--- config.mk ---
export PLATFORM = sky130hd
export DESIGN_NAME = gcor_score
export DESIGN_NICKNAME = d
export VERILOG_FILES = /design/src/design/gcor_pkg.sv /design/src/design/gcor_mul.sv /design/src/design/gcor_score.sv
export SDC_FILE = /design/constraint.sdc
export NUM_CORES = 2
export LEC_CHECK = 0
export BUFFER_PORTS_ARGS = -buffer_cell sky130_fd_sc_hd__buf_2
export CAP_MARGIN = 25
export CORE_UTILIZATION = 30
export CTS_BUF_LIST = sky130_fd_sc_hd__clkbuf_4
export DETAILED_ROUTE_END_ITERATION = 10
export GPL_TIMING_DRIVEN = 0
export SETUP_SLACK_MARGIN = 0.05
export SLEW_MARGIN = 40
export SYNTH_ARGS = -nofsm -noshare
export SYNTH_HDL_FRONTEND = slang
export SYNTH_SLANG_ARGS = --single-unit
--- constraint.sdc ---
create_clock -name clk -period 13.08 [get_ports clk]
set_input_delay 1.308 -clock clk [delete_from_list [all_inputs] [get_ports clk]]
set_output_delay 1.308 -clock clk [all_outputs]
set_load 0.005 [all_outputs]
--- src/design/gcor_pkg.sv ---
// ----------------------------------------------------------------------------
// gcor_pkg
// Shared types and constants for the greedy correlation outlier removal core.
// ----------------------------------------------------------------------------
package gcor_pkg;

    localparam int ROUNDS_W       = 7;
    localparam int VAL_W          = 16;
    localparam int INDEX_W        = 10;
    localparam int SCORE_W        = 16;
    localparam int SEARCH_BITS    = 16;
    localparam int FRAC_SHIFT     = 30;
    localparam int DEF_MAX_NODES  = 1024;
    localparam int DEF_MAX_ROUNDS = 64;

    typedef struct packed {
        logic signed [VAL_W-1:0] a_first;
        logic signed [VAL_W-1:0] a_second;
        logic signed [VAL_W-1:0] a_third;
        logic signed [VAL_W-1:0] b_first;
        logic signed [VAL_W-1:0] b_second;
        logic signed [VAL_W-1:0] b_third;
        logic                    last_node;
    } node_item_t;

    typedef struct packed {
        logic signed [VAL_W-1:0] a_first;
        logic signed [VAL_W-1:0] a_second;
        logic signed [VAL_W-1:0] a_third;
        logic signed [VAL_W-1:0] b_first;
        logic signed [VAL_W-1:0] b_second;
        logic signed [VAL_W-1:0] b_third;
    } node_vals_t;

    typedef struct packed {
        logic [INDEX_W-1:0]        removed_index;
        logic                      removal_valid;
        logic signed [SCORE_W-1:0] best_score;
        logic                      last_round;
    } result_item_t;

    typedef struct packed {
        logic                      done;
        logic                      defined;
        logic signed [SCORE_W-1:0] score;
    } score_res_t;

    typedef enum logic [2:0] {
        ST_LOAD,
        ST_SUM,
        ST_SCAN_RD,
        ST_SCAN_PROD,
        ST_SCAN_SUB,
        ST_SCAN_START,
        ST_SCAN_WAIT,
        ST_EMIT
    } ctl_state_t;

    typedef enum logic [2:0] {
        SC_IDLE,
        SC_MUL_GO,
        SC_MUL_WAIT,
        SC_COMB,
        SC_SRCH_INIT,
        SC_SEARCH,
        SC_FIN
    } score_state_t;

endpackage

--- src/design/gcor_mul.sv ---
// ----------------------------------------------------------------------------
// gcor_mul
// Shift-add unsigned multiplier, one multiplier bit per cycle.
// ----------------------------------------------------------------------------
module gcor_mul
    import gcor_pkg::*;
#(
    parameter int W = 57
)(
    input  logic             clk,
    input  logic             rst_n,
    input  logic             start,
    input  logic [W-1:0]     x,
    input  logic [W-1:0]     y,
    output logic             done,
    output logic [2*W-1:0]   prod
);

    localparam int CNT_W = $clog2(W);

    logic [2*W-1:0] acc_reg, acc_next;
    logic [2*W-1:0] mc_reg, mc_next;
    logic [W-1:0]   mp_reg, mp_next;
    logic [CNT_W-1:0] cnt_reg, cnt_next;
    logic           busy_reg, busy_next;
    logic           done_reg, done_next;

    always_comb
    begin
        acc_next  = acc_reg;
        mc_next   = mc_reg;
        mp_next   = mp_reg;
        cnt_next  = cnt_reg;
        busy_next = busy_reg;
        done_next = 1'b0;
        if (start)
        begin
            acc_next  = '0;
            mc_next   = (2*W)'(x);
            mp_next   = y;
            cnt_next  = '0;
            busy_next = 1'b1;
        end
        else if (busy_reg)
        begin
            // add the shifted multiplicand for a set bit, then advance
            if (mp_reg[0])
                acc_next = acc_reg + mc_reg;
            mc_next  = mc_reg << 1;
            mp_next  = mp_reg >> 1;
            cnt_next = cnt_reg + CNT_W'(1);
            if (cnt_reg == CNT_W'(W - 1))
            begin
                busy_next = 1'b0;
                done_next = 1'b1;
            end
        end
    end

    always_ff @(posedge clk or negedge rst_n)
    begin
        if (!rst_n)
        begin
            busy_reg <= 1'b0;
            done_reg <= 1'b0;
            cnt_reg  <= '0;
        end
        else
        begin
            busy_reg <= busy_next;
            done_reg <= done_next;
            cnt_reg  <= cnt_next;
        end
    end

    always_ff @(posedge clk)
    begin
        acc_reg <= acc_next;
        mc_reg  <= mc_next;
        mp_reg  <= mp_next;
    end

    assign done = done_reg;
    assign prod = acc_reg;

endmodule

--- src/design/gcor_score.sv ---
// ----------------------------------------------------------------------------
// gcor_score
// Leave-one-out Pearson score: exact spreads and covariance through a shared
// serial multiplier, then a bitwise root search for the Q1.15 magnitude.
// ----------------------------------------------------------------------------
module gcor_score
    import gcor_pkg::*;
#(
    parameter int MAX_NODES = DEF_MAX_NODES
)(
    input  logic                                     clk,
    input  logic                                     rst_n,
    input  logic                                     start,
    input  logic [$clog2(MAX_NODES+1)+1:0]           n,
    input  logic signed [$clog2(MAX_NODES+1)+17:0]   sa,
    input  logic signed [$clog2(MAX_NODES+1)+17:0]   sb,
    input  logic [$clog2(MAX_NODES+1)+32:0]          saa,
    input  logic [$clog2(MAX_NODES+1)+32:0]          sbb,
    input  logic signed [$clog2(MAX_NODES+1)+32:0]   sab,
    output score_res_t                               res
);

    localparam int CW = $clog2(MAX_NODES + 1);
    localparam int SW = CW + 18;
    localparam int QW = CW + 33;
    localparam int VW = 2 * CW + 35;
    localparam int PW = 2 * VW;
    localparam int RW = PW + 34;

    localparam logic [2:0] STEP_NSAA = 3'd0;
    localparam logic [2:0] STEP_SASA = 3'd1;
    localparam logic [2:0] STEP_NSBB = 3'd2;
    localparam logic [2:0] STEP_SBSB = 3'd3;
    localparam logic [2:0] STEP_NSAB = 3'd4;
    localparam logic [2:0] STEP_SASB = 3'd5;
    localparam logic [2:0] STEP_VAVB = 3'd6;
    localparam logic [2:0] STEP_CC   = 3'd7;

    score_state_t state_reg, state_next;
    logic [2:0]   step_reg;
    logic [PW-1:0] prod_reg [8];
    logic [VW-1:0] va_reg, vb_reg, cmag_reg;
    logic          negc_reg, def_reg;
    logic [RW-1:0] a_reg, b_reg, q2_reg, r_reg;
    logic [SEARCH_BITS-1:0] q_reg;
    logic [3:0]    k_reg;

    logic [SW-1:0] sa_mag, sb_mag;
    logic [QW-1:0] sab_mag;
    logic [VW-1:0] op_x, op_y;
    logic          mul_start, mul_done;
    logic [PW-1:0] mul_prod;
    logic signed [PW+1:0] t1s, t2s, c_val;
    logic [PW+1:0] c_abs;
    logic [RW-1:0] trial;
    logic [SCORE_W-1:0] q_sat;

    assign sa_mag  = sa[SW-1] ? SW'(-sa) : SW'(sa);
    assign sb_mag  = sb[SW-1] ? SW'(-sb) : SW'(sb);
    assign sab_mag = sab[QW-1] ? QW'(-sab) : QW'(sab);

    always_comb
    begin
        case (step_reg)
            STEP_NSAA: begin op_x = VW'(n);       op_y = VW'(saa);     end
            STEP_SASA: begin op_x = VW'(sa_mag);  op_y = VW'(sa_mag);  end
            STEP_NSBB: begin op_x = VW'(n);       op_y = VW'(sbb);     end
            STEP_SBSB: begin op_x = VW'(sb_mag);  op_y = VW'(sb_mag);  end
            STEP_NSAB: begin op_x = VW'(n);       op_y = VW'(sab_mag); end
            STEP_SASB: begin op_x = VW'(sa_mag);  op_y = VW'(sb_mag);  end
            STEP_VAVB: begin op_x = va_reg;       op_y = vb_reg;       end
            STEP_CC:   begin op_x = cmag_reg;     op_y = cmag_reg;     end
            default:   begin op_x = '0;           op_y = '0;           end
        endcase
    end

    gcor_mul #(.W(VW)) u_mul (
        .clk   (clk),
        .rst_n (rst_n),
        .start (mul_start),
        .x     (op_x),
        .y     (op_y),
        .done  (mul_done),
        .prod  (mul_prod)
    );

    // covariance with signs of n*Sab and Sa*Sb restored
    always_comb
    begin
        t1s   = sab[QW-1] ? -$signed({2'b00, prod_reg[STEP_NSAB]})
                          :  $signed({2'b00, prod_reg[STEP_NSAB]});
        t2s   = (sa[SW-1] ^ sb[SW-1]) ? -$signed({2'b00, prod_reg[STEP_SASB]})
                                      :  $signed({2'b00, prod_reg[STEP_SASB]});
        c_val = t1s - t2s;
        c_abs = c_val[PW+1] ? (PW+2)'(-c_val) : (PW+2)'(c_val);
    end

    assign trial = q2_reg + b_reg + a_reg;
    assign q_sat = (q_reg > SEARCH_BITS'(32767)) ? SCORE_W'(32767) : SCORE_W'(q_reg);

    always_comb
    begin
        state_next = state_reg;
        case (state_reg)
            SC_IDLE:      if (start) state_next = SC_MUL_GO;
            SC_MUL_GO:    state_next = SC_MUL_WAIT;
            SC_MUL_WAIT:
                if (mul_done)
                begin
                    if (step_reg == STEP_SASB)
                        state_next = SC_COMB;
                    else if (step_reg == STEP_CC)
                        state_next = SC_SRCH_INIT;
                    else
                        state_next = SC_MUL_GO;
                end
            SC_COMB:      state_next = SC_MUL_GO;
            SC_SRCH_INIT: state_next = SC_SEARCH;
            SC_SEARCH:    if (k_reg == 4'd0) state_next = SC_FIN;
            SC_FIN:       state_next = SC_IDLE;
            default:      state_next = SC_IDLE;
        endcase
    end

    always_comb
    begin
        mul_start   = (state_reg == SC_MUL_GO);
        res.done    = (state_reg == SC_FIN);
        res.defined = def_reg;
        res.score   = negc_reg ? SCORE_W'(SEARCH_BITS'(0) - q_reg) : q_sat;
    end

    always_ff @(posedge clk or negedge rst_n)
    begin
        if (!rst_n)
        begin
            state_reg <= SC_IDLE;
            step_reg  <= STEP_NSAA;
        end
        else
        begin
            state_reg <= state_next;
            if (state_reg == SC_IDLE && start)
                step_reg <= STEP_NSAA;
            else if (state_reg == SC_MUL_WAIT && mul_done && step_reg != STEP_SASB
                     && step_reg != STEP_CC)
                step_reg <= step_reg + 3'd1;
            else if (state_reg == SC_COMB)
                step_reg <= STEP_VAVB;
        end
    end

    always_ff @(posedge clk)
    begin
        if (state_reg == SC_MUL_WAIT && mul_done)
            prod_reg[step_reg] <= mul_prod;
        if (state_reg == SC_COMB)
        begin
            va_reg   <= VW'(prod_reg[STEP_NSAA] - prod_reg[STEP_SASA]);
            vb_reg   <= VW'(prod_reg[STEP_NSBB] - prod_reg[STEP_SBSB]);
            def_reg  <= (prod_reg[STEP_NSAA] > prod_reg[STEP_SASA]) &&
                        (prod_reg[STEP_NSBB] > prod_reg[STEP_SBSB]);
            cmag_reg <= VW'(c_abs);
            negc_reg <= c_val[PW+1];
        end
        if (state_reg == SC_SRCH_INIT)
        begin
            a_reg  <= RW'(prod_reg[STEP_VAVB]) << FRAC_SHIFT;
            r_reg  <= RW'(prod_reg[STEP_CC]) << FRAC_SHIFT;
            b_reg  <= '0;
            q2_reg <= '0;
            q_reg  <= '0;
            k_reg  <= 4'(SEARCH_BITS - 1);
        end
        if (state_reg == SC_SEARCH)
        begin
            // keep the bit when (q + 2^k)^2 * P still fits under C^2 * 2^30
            if (trial <= r_reg)
            begin
                q2_reg <= trial;
                b_reg  <= (b_reg >> 1) + a_reg;
                q_reg  <= q_reg | (SEARCH_BITS'(1) << k_reg);
            end
            else
                b_reg  <= b_reg >> 1;
            a_reg <= a_reg >> 2;
            k_reg <= k_reg - 4'd1;
        end
    end

endmodule

-- After elaboration in Yosys (flattened, before gate mapping)
Memory sizes are Yosys's and may differ from the RTL's. A register that Yosys moved wholly into a read port is not among the register bits.
Index checks and enable logic that the tools add are counted.
- memory bits (read-only): 0
- word-level logic and storage cells: 126
- latch bits: 0
- output and inout port bits: 18
- memories kept: 1
- register bits: 932
- bits in writable memories: 912
- input bits: 206
- eq/ne operators: 19
- multiplexer cells: 46
- multiply operators: 0
- add/subtract/negate cells: 17
- order comparisons: 4
- shift-type cells: 1
- bitwise logic cells: 2
- reductions and logical operators: 16
- divide/modulo/power cells: 0
- memory list (name ; depth ; width ; rd ports ; clocked after Yosys merged registers in ; write ports ; RTL line ; text):
    prod_reg ; 8 ; 114 ; 8 ; 1 ; 1 ; gcor_score.sv:41 ; logic [PW-1:0] prod_reg [8];
- operator list (kind ; number):
    148-bit 2-to-1 mux ; 6
    57-bit case mux with 7 select lines ; 1
    57-bit 2-to-1 mux ; 5
    57-bit case mux with 5 select lines ; 1
    116-bit 2-to-1 mux ; 2
    114-bit negator with 116-bit output ; 2
    114-bit > comparator ; 2
    147-bit by 144-bit adder with 148-bit output ; 1
    148-bit by 144-bit adder with 148-bit output ; 1
    148-bit adder ; 1
    148-bit by 144-bit <= comparator with 1-bit output ; 1
    144-bit 2-to-1 mux ; 1
    142-bit 2-to-1 mux ; 1
    116-bit subtractor ; 1
    114-bit adder ; 1
    57-bit subtractor ; 2
    16-bit 2-to-1 mux ; 5
    29-bit 2-to-1 mux ; 2
    29-bit negator ; 2
    57-bit negator ; 1
    44-bit 2-to-1 mux ; 1
    44-bit negator ; 1
    3-bit 2-to-1 mux ; 8
    3-bit == test, second input constant ; 7
    27 further kinds ; 49

-- Depth between registers and ports, before layout
- depth after elaboration: 6
- gate-level depth with buffers: 39

-- Cells and area by module
From an unflattened synthesis, not the netlist that was laid out.
- cells, all modules: 12210
- area, all modules: 124334.2 sq um
- modules (own cells, without submodules) (module ; sequential area each (sq um) ; area an instance (sq um) ; instances ; cells an instance):
    gcor_score ; 48326.3 ; 106071.7 ; 1 ; 10143
    gcor_mul ; 7046.8 ; 18262.5 ; 1 ; 2067

-- Worst setup path after synthesis
No wires, ideal clock.
- path type: flip-flop to flip-flop
- start point: register state_reg[2]
- end point: register a_reg[0] (data pin)
- clock period less this slack: 9.940 ns
- path slack: 3.140 ns
- arrival: 9.747 ns
- buffers on the path: 3
- required time: 12.887 ns
- stages on the path, launching flop included: 6
- cells stage by stage: dfrtp_1 clkbuf_1 nor2b_1 clkbuf_1 clkbuf_1 and3_1
- cells in the longest elaborated chain, start to end: 2
- ends and longest elaborated chain (what ; RTL line ; text):
    start, declared ; gcor_score.sv:39 ; score_state_t state_reg, state_next;
    start signal, assigned ; gcor_score.sv:142 ; state_reg <= state_next;
    3-bit == test ; gcor_score.sv:175 ; if (state_reg == SC_SEARCH)
    142-bit 2-to-1 mux ; gcor_score.sv:175 ;
    end signal, assigned ; gcor_score.sv:168 ; a_reg <= RW'(prod_reg[STEP_VAVB]) << FRAC_SHIFT;
    end signal, assigned ; gcor_score.sv:186 ; a_reg <= a_reg >> 2;
    end, declared ; gcor_score.sv:44 ; logic [RW-1:0] a_reg, b_reg, q2_reg, r_reg;
No other way between the ends.
A chain may end at the register's enable or synchronous reset.

-- Worst setup path after layout
- start point: register a_reg[17]
- end point: register q2_reg[30]
- cells in the longest elaborated chain, start to end: 4
- ends and longest elaborated chain (what ; RTL line ; text):
    148-bit by 144-bit adder with 148-bit output (*) ; gcor_score.sv:98 ; assign trial = q2_reg + b_reg + a_reg;
    148-bit by 144-bit <= comparator with 1-bit output ; gcor_score.sv:178 ; if (trial <= r_reg)
    148-bit 2-to-1 mux (*) ; gcor_score.sv:178 ;
    148-bit 2-to-1 mux (*) ; gcor_score.sv:175 ;
    end signal, assigned ; gcor_score.sv:180 ; q2_reg <= trial;
    end, declared ; gcor_score.sv:44 ;
Every way passes the cells marked *; elsewhere a longest branch is shown, timed or not.

==> impl_metrics.prom <==
# TYPE chip_impl_metric gauge
chip_impl_metric{name="drt-initial-drc-count",unit=""} 10200
chip_impl_metric{name="final_core_utilization",unit=""} 0.346
chip_impl_metric{name="drc",unit=""} 0
chip_impl_info{name="ctsRootBufferMaster",value="sky130_fd_sc_hd__clkbuf_4"} 1
chip_impl_info{name="run_status",value="finished clean"} 1
chip_impl_info{name="cts_tree",value="yes"} 1
chip_impl_metric{name="ys_seq_area_frac",unit=""} 0.459
chip_impl_metric{name="timing.final.setup_violations",unit=""} 0
chip_impl_info{name="netlist_top_cells_count",value="sky130_fd_sc_hd__edfxtp_1, sky130_fd_sc_hd__nand2_1, sky130_fd_sc_hd__a21oi_1"} 1
chip_impl_metric{name="period_share",unit=""} 0.969
chip_impl_metric{name="final_period_minus_worst_setup_slack",unit="ps"} 12680
chip_impl_metric{name="initial_antenna_violation_count",unit=""} 60
chip_impl_metric{name="floorplan.die.height",unit="um"} 636
chip_impl_metric{name="first_global_vias",unit=""} 94800
chip_impl_metric{name="share_of_synthesized_registers_carrying_an_async_set_or_reset",unit=""} 0.00715
chip_impl_info{name="synth_most_common_cell",value="sky130_fd_sc_hd__edfxtp_1"} 1
chip_impl_metric{name="critical_path.max_fanout",unit=""} 10
chip_impl_metric{name="final_hpwl_from_detailed_placement",unit="um"} 322000
chip_impl_info{name="setup.worst_path.end_class",value="flip-flop"} 1
chip_impl_metric{name="max_stage_delay",unit="ps"} 630
chip_impl_metric{name="port_buffers",unit=""} 222
chip_impl_metric{name="grt_overflow_total",unit=""} 0
chip_impl_metric{name="cts_buffers",unit=""} 541
chip_impl_metric{name="post_drt_wl_per_cell",unit="um"} 22.0
chip_impl_info{name="synth_flop_cell",value="sky130_fd_sc_hd__edfxtp_1"} 1
chip_impl_metric{name="rrSetupSlack",unit="ps"} 400
chip_impl_metric{name="pwr_density_cell",unit="nW/um^2"} 92.8
chip_impl_info{name="setup.worst_path.start_class",value="flip-flop"} 1
chip_impl_info{name="critPathSlowestCell",value="sky130_fd_sc_hd__nor4_4"} 1
chip_impl_metric{name="synth_edf_count",unit=""} 1609
chip_impl_metric{name="yosys_warnings",unit=""} 0
chip_impl_metric{name="cts_max_path_buffers",unit=""} 4
chip_impl_metric{name="setup-tns-final",unit="ps"} 0
chip_impl_metric{name="worstPathArrival",unit="ps"} 13950
chip_impl_metric{name="wirelength",unit="um"} 409000
chip_impl_metric{name="postSynthAreaPerCell",unit="um^2"} 10.0
chip_impl_metric{name="largest_net_degree_at_the_start_of_global_routing",unit=""} 62
chip_impl_metric{name="clock_latency",unit="ps"} 1550
chip_impl_metric{name="final-hold-violation-count",unit=""} 0
chip_impl_metric{name="syn_nets",unit=""} 13200
chip_impl_metric{name="maxCapViolCount",unit=""} 0
chip_impl_metric{name="hold_path_depth",unit=""} 3
chip_impl_info{name="critical_path.most_common_cell",value="sky130_fd_sc_hd__nand4_1"} 1
chip_impl_info{name="grt_setup_unrepaired",value="false"} 1
chip_impl_metric{name="total_die_area",unit="um^2"} 405000
chip_impl_metric{name="max_clock_freq",unit="GHz"} 0.0789
chip_impl_metric{name="timing.max_slew.rel_slack",unit=""} 0.365
chip_impl_metric{name="grt_pass1_wl",unit="um"} 603000
chip_impl_info{name="crit-reg2reg-capture",value="q2_reg[30]"} 1
chip_impl_metric{name="track_usage",unit=""} 0.195
chip_impl_metric{name="timing_max_transition_violations_final",unit=""} 0
chip_impl_metric{name="power.leakage",unit="uW"} 0.0606
chip_impl_metric{name="total_number_of_vias",unit=""} 98400
chip_impl_metric{name="drt_pre_antenna_iters",unit=""} 8
chip_impl_metric{name="design.final.nets",unit=""} 14200
chip_impl_metric{name="htree_levels",unit=""} 6
chip_impl_metric{name="worst-r2r-cell-count",unit=""} 36
chip_impl_metric{name="yosys_register_bits",unit=""} 1958
chip_impl_metric{name="ant_nets",unit=""} 0
chip_impl_metric{name="synthesis.area",unit="um^2"} 121000
chip_impl_metric{name="area_growth_from_synthesis_to_final_layout",unit="%"} 14.6
chip_impl_info{name="synth_area_leaders",value="sky130_fd_sc_hd__edfxtp_1, sky130_fd_sc_hd__ha_1, sky130_fd_sc_hd__dfxtp_1"} 1
chip_impl_metric{name="place.gp.congestion",unit=""} 0.969
chip_impl_metric{name="timing_worst_slew_pin_value",unit="ps"} 944
chip_impl_metric{name="critical_path_required",unit="ps"} 14350
chip_impl_info{name="rr_startpoint",value="a_reg[17]"} 1
chip_impl_metric{name="nFillCells",unit=""} 40600
chip_impl_metric{name="cts.sink_count",unit=""} 1958
chip_impl_metric{name="clock_skew",unit="ps"} 164
chip_impl_metric{name="synth_cell_type_count",unit=""} 96
chip_impl_metric{name="floorplan.core_area",unit="um^2"} 400000
chip_impl_metric{name="cts_setup_buffers",unit=""} 0
chip_impl_metric{name="largest_reg_flops",unit=""} 912
chip_impl_metric{name="fraction_of_layout_cells_with_a_size_suffix_above_1",unit=""} 0.114
chip_impl_info{name="min_path_type",value="in -> reg"} 1
chip_impl_info{name="path_class",value="reg -> reg"} 1
chip_impl_metric{name="initial_core_util",unit=""} 0.302
chip_impl_info{name="yosys.area.top_type",value="sky130_fd_sc_hd__edfxtp_1"} 1
chip_impl_metric{name="die_w",unit="um"} 636
chip_impl_metric{name="syn_inst",unit=""} 12000
chip_impl_metric{name="synth_top_cell_area_share",unit=""} 0.401
chip_impl_metric{name="cts.clk_slew.worst_paths",unit="ps"} 70
chip_impl_metric{name="vdd.ir_drop.worst",unit="uV"} 67.6
chip_impl_info{name="worstHoldEndpoint",value="u_mul.mp_reg[1]"} 1
chip_impl_metric{name="vias_cell",unit=""} 5.28
chip_impl_metric{name="fp_rows",unit=""} 232
chip_impl_metric{name="io_pins",unit=""} 224
chip_impl_info{name="hold_path_startpoint",value="saa[1]"} 1
==> critical path, delay by kind of cell, from the launching register on <==
family | cells | cell delay (ps)
flip-flops | 1 | 460
buffers and inverters | 4 | 1800
AND/OR/NAND/NOR | 15 | 5120
AO/OA/AOI/OAI | 13 | 3750
adder cells (fa/ha/maj) | 3 | 1110
XOR/XNOR | 1 | 210
==> metal layers <==
layer	vias up	wire (um)	share of wire	global-route usage
met1	47600	183000	0.45	0.273
li1	46200	-	-	-
met4	22	16800	0.041	0.0786
met5	-	138	0.00034	0
met2	3791	177000	0.43	0.298
met3	779	31600	0.077	0.0319
==> where the power goes <==
part / switching [uW] / internal, uW
logic: 113 / 55.1
clock network: 2810 / 3220
registers: 0 / 6640
==> cell families (layout without fill, tap and decap cells) <==
logic type,count (synthesis),in the layout,synth area share
other,0,17,0
muxes,244,244,0.0207
buffers and inverters,1099,2434,0.0345
xor gates and xnor gates,908,908,0.0659
adders and majority gates,1035,1035,0.117
AOI/OAI and AO/OA,3070,3070,0.161
and+or+nand+nor,3694,3694,0.142
DFF,1958,1958,0.459
==> layout by cell type, fill, tap and decap left out, types with 36 or more instances in the layout <==
cell type                     n
sky130_fd_sc_hd__nand4_1    268
sky130_fd_sc_hd__clkinv_1    96
sky130_fd_sc_hd__buf_2      270
sky130_fd_sc_hd__or4_1       49
sky130_fd_sc_hd__o21a_1      70
sky130_fd_sc_hd__mux2_2      43
sky130_fd_sc_hd__or3_1       82
sky130_fd_sc_hd__nor2b_1    102
sky130_fd_sc_hd__nand2b_1   106
sky130_fd_sc_hd__a211oi_1    56
sky130_fd_sc_hd__buf_16      36
sky130_fd_sc_hd__xnor2_1    574
sky130_fd_sc_hd__nor4_1      58
sky130_fd_sc_hd__o21bai_1   137
sky130_fd_sc_hd__clkbuf_2    66
sky130_fd_sc_hd__inv_1      570
sky130_fd_sc_hd__o21ai_0    650
sky130_fd_sc_hd__a21oi_1    956
sky130_fd_sc_hd__o31ai_1    111
sky130_fd_sc_hd__mux2i_1    200
sky130_fd_sc_hd__nand2_1   1428
sky130_fd_sc_hd__nor3_1     171
sky130_fd_sc_hd__a221oi_1    90
sky130_fd_sc_hd__nor2_1     830
sky130_fd_sc_hd__a21o_1     460
sky130_fd_sc_hd__dfxtp_1    325
sky130_fd_sc_hd__fa_1       150
sky130_fd_sc_hd__or2_2       44
sky130_fd_sc_hd__a31oi_1    101
sky130_fd_sc_hd__and2_1      56
sky130_fd_sc_hd__and3_1      93
sky130_fd_sc_hd__o211ai_1    60
sky130_fd_sc_hd__o41ai_1     46
sky130_fd_sc_hd__nand3_1    293
sky130_fd_sc_hd__edfxtp_1  1609
sky130_fd_sc_hd__xor2_1     332
sky130_fd_sc_hd__clkbuf_4   806
sky130_fd_sc_hd__ha_1       885
sky130_fd_sc_hd__clkbuf_1   402
==> cell type report <==
type,instances,area (um^2),area share
multi-input combinational,8951,61500,0.444
tap,5265,6590,0.0476
clock buffer,803,6030,0.0436
sequential,1958,55400,0.400
buffer,526,2110,0.0153
antenna,17,42.5,0.000308
inverter,573,2160,0.0156
timing repair buffer,361,3260,0.0235
clock inverter,171,1280,0.00925
==> per-stage QoR <==
stage               cells  power, uW  setup WS (ps)  area, um^2  hold slack (ps)
floorplan           12000       6840           3140      121000              400
global placement    17500       6940          -4450      128000              400
detailed placement  17600       6940           -862      131000              405
CTS                 18600      13000            134      138000            0.832
global route        18600      13300            108      138000              145
finish              18600      12800            402      138000              185
==> how the worst max path moves through the flow <==
stage,start,endpoint,depth (start not counted)
final,a_reg[17],q2_reg[30],36
after global routing,b_reg[18],q2_reg[123],37
after CTS,b_reg[17],q2_reg[30],36
after detailed placement,a_reg[17],q2_reg[123],37
after global placement,step_reg[2],prod_reg[1][77],4
after floorplan,state_reg[2],a_reg[0],5
==> timing repair <==
item | CTS | global route
resized for setup | 5 | 1
setup endpoints to repair | 258 | 16
hold endpoints to repair | 21 | 0
hold buffers | 8 | 0
(Power assumes the default switching activity.)
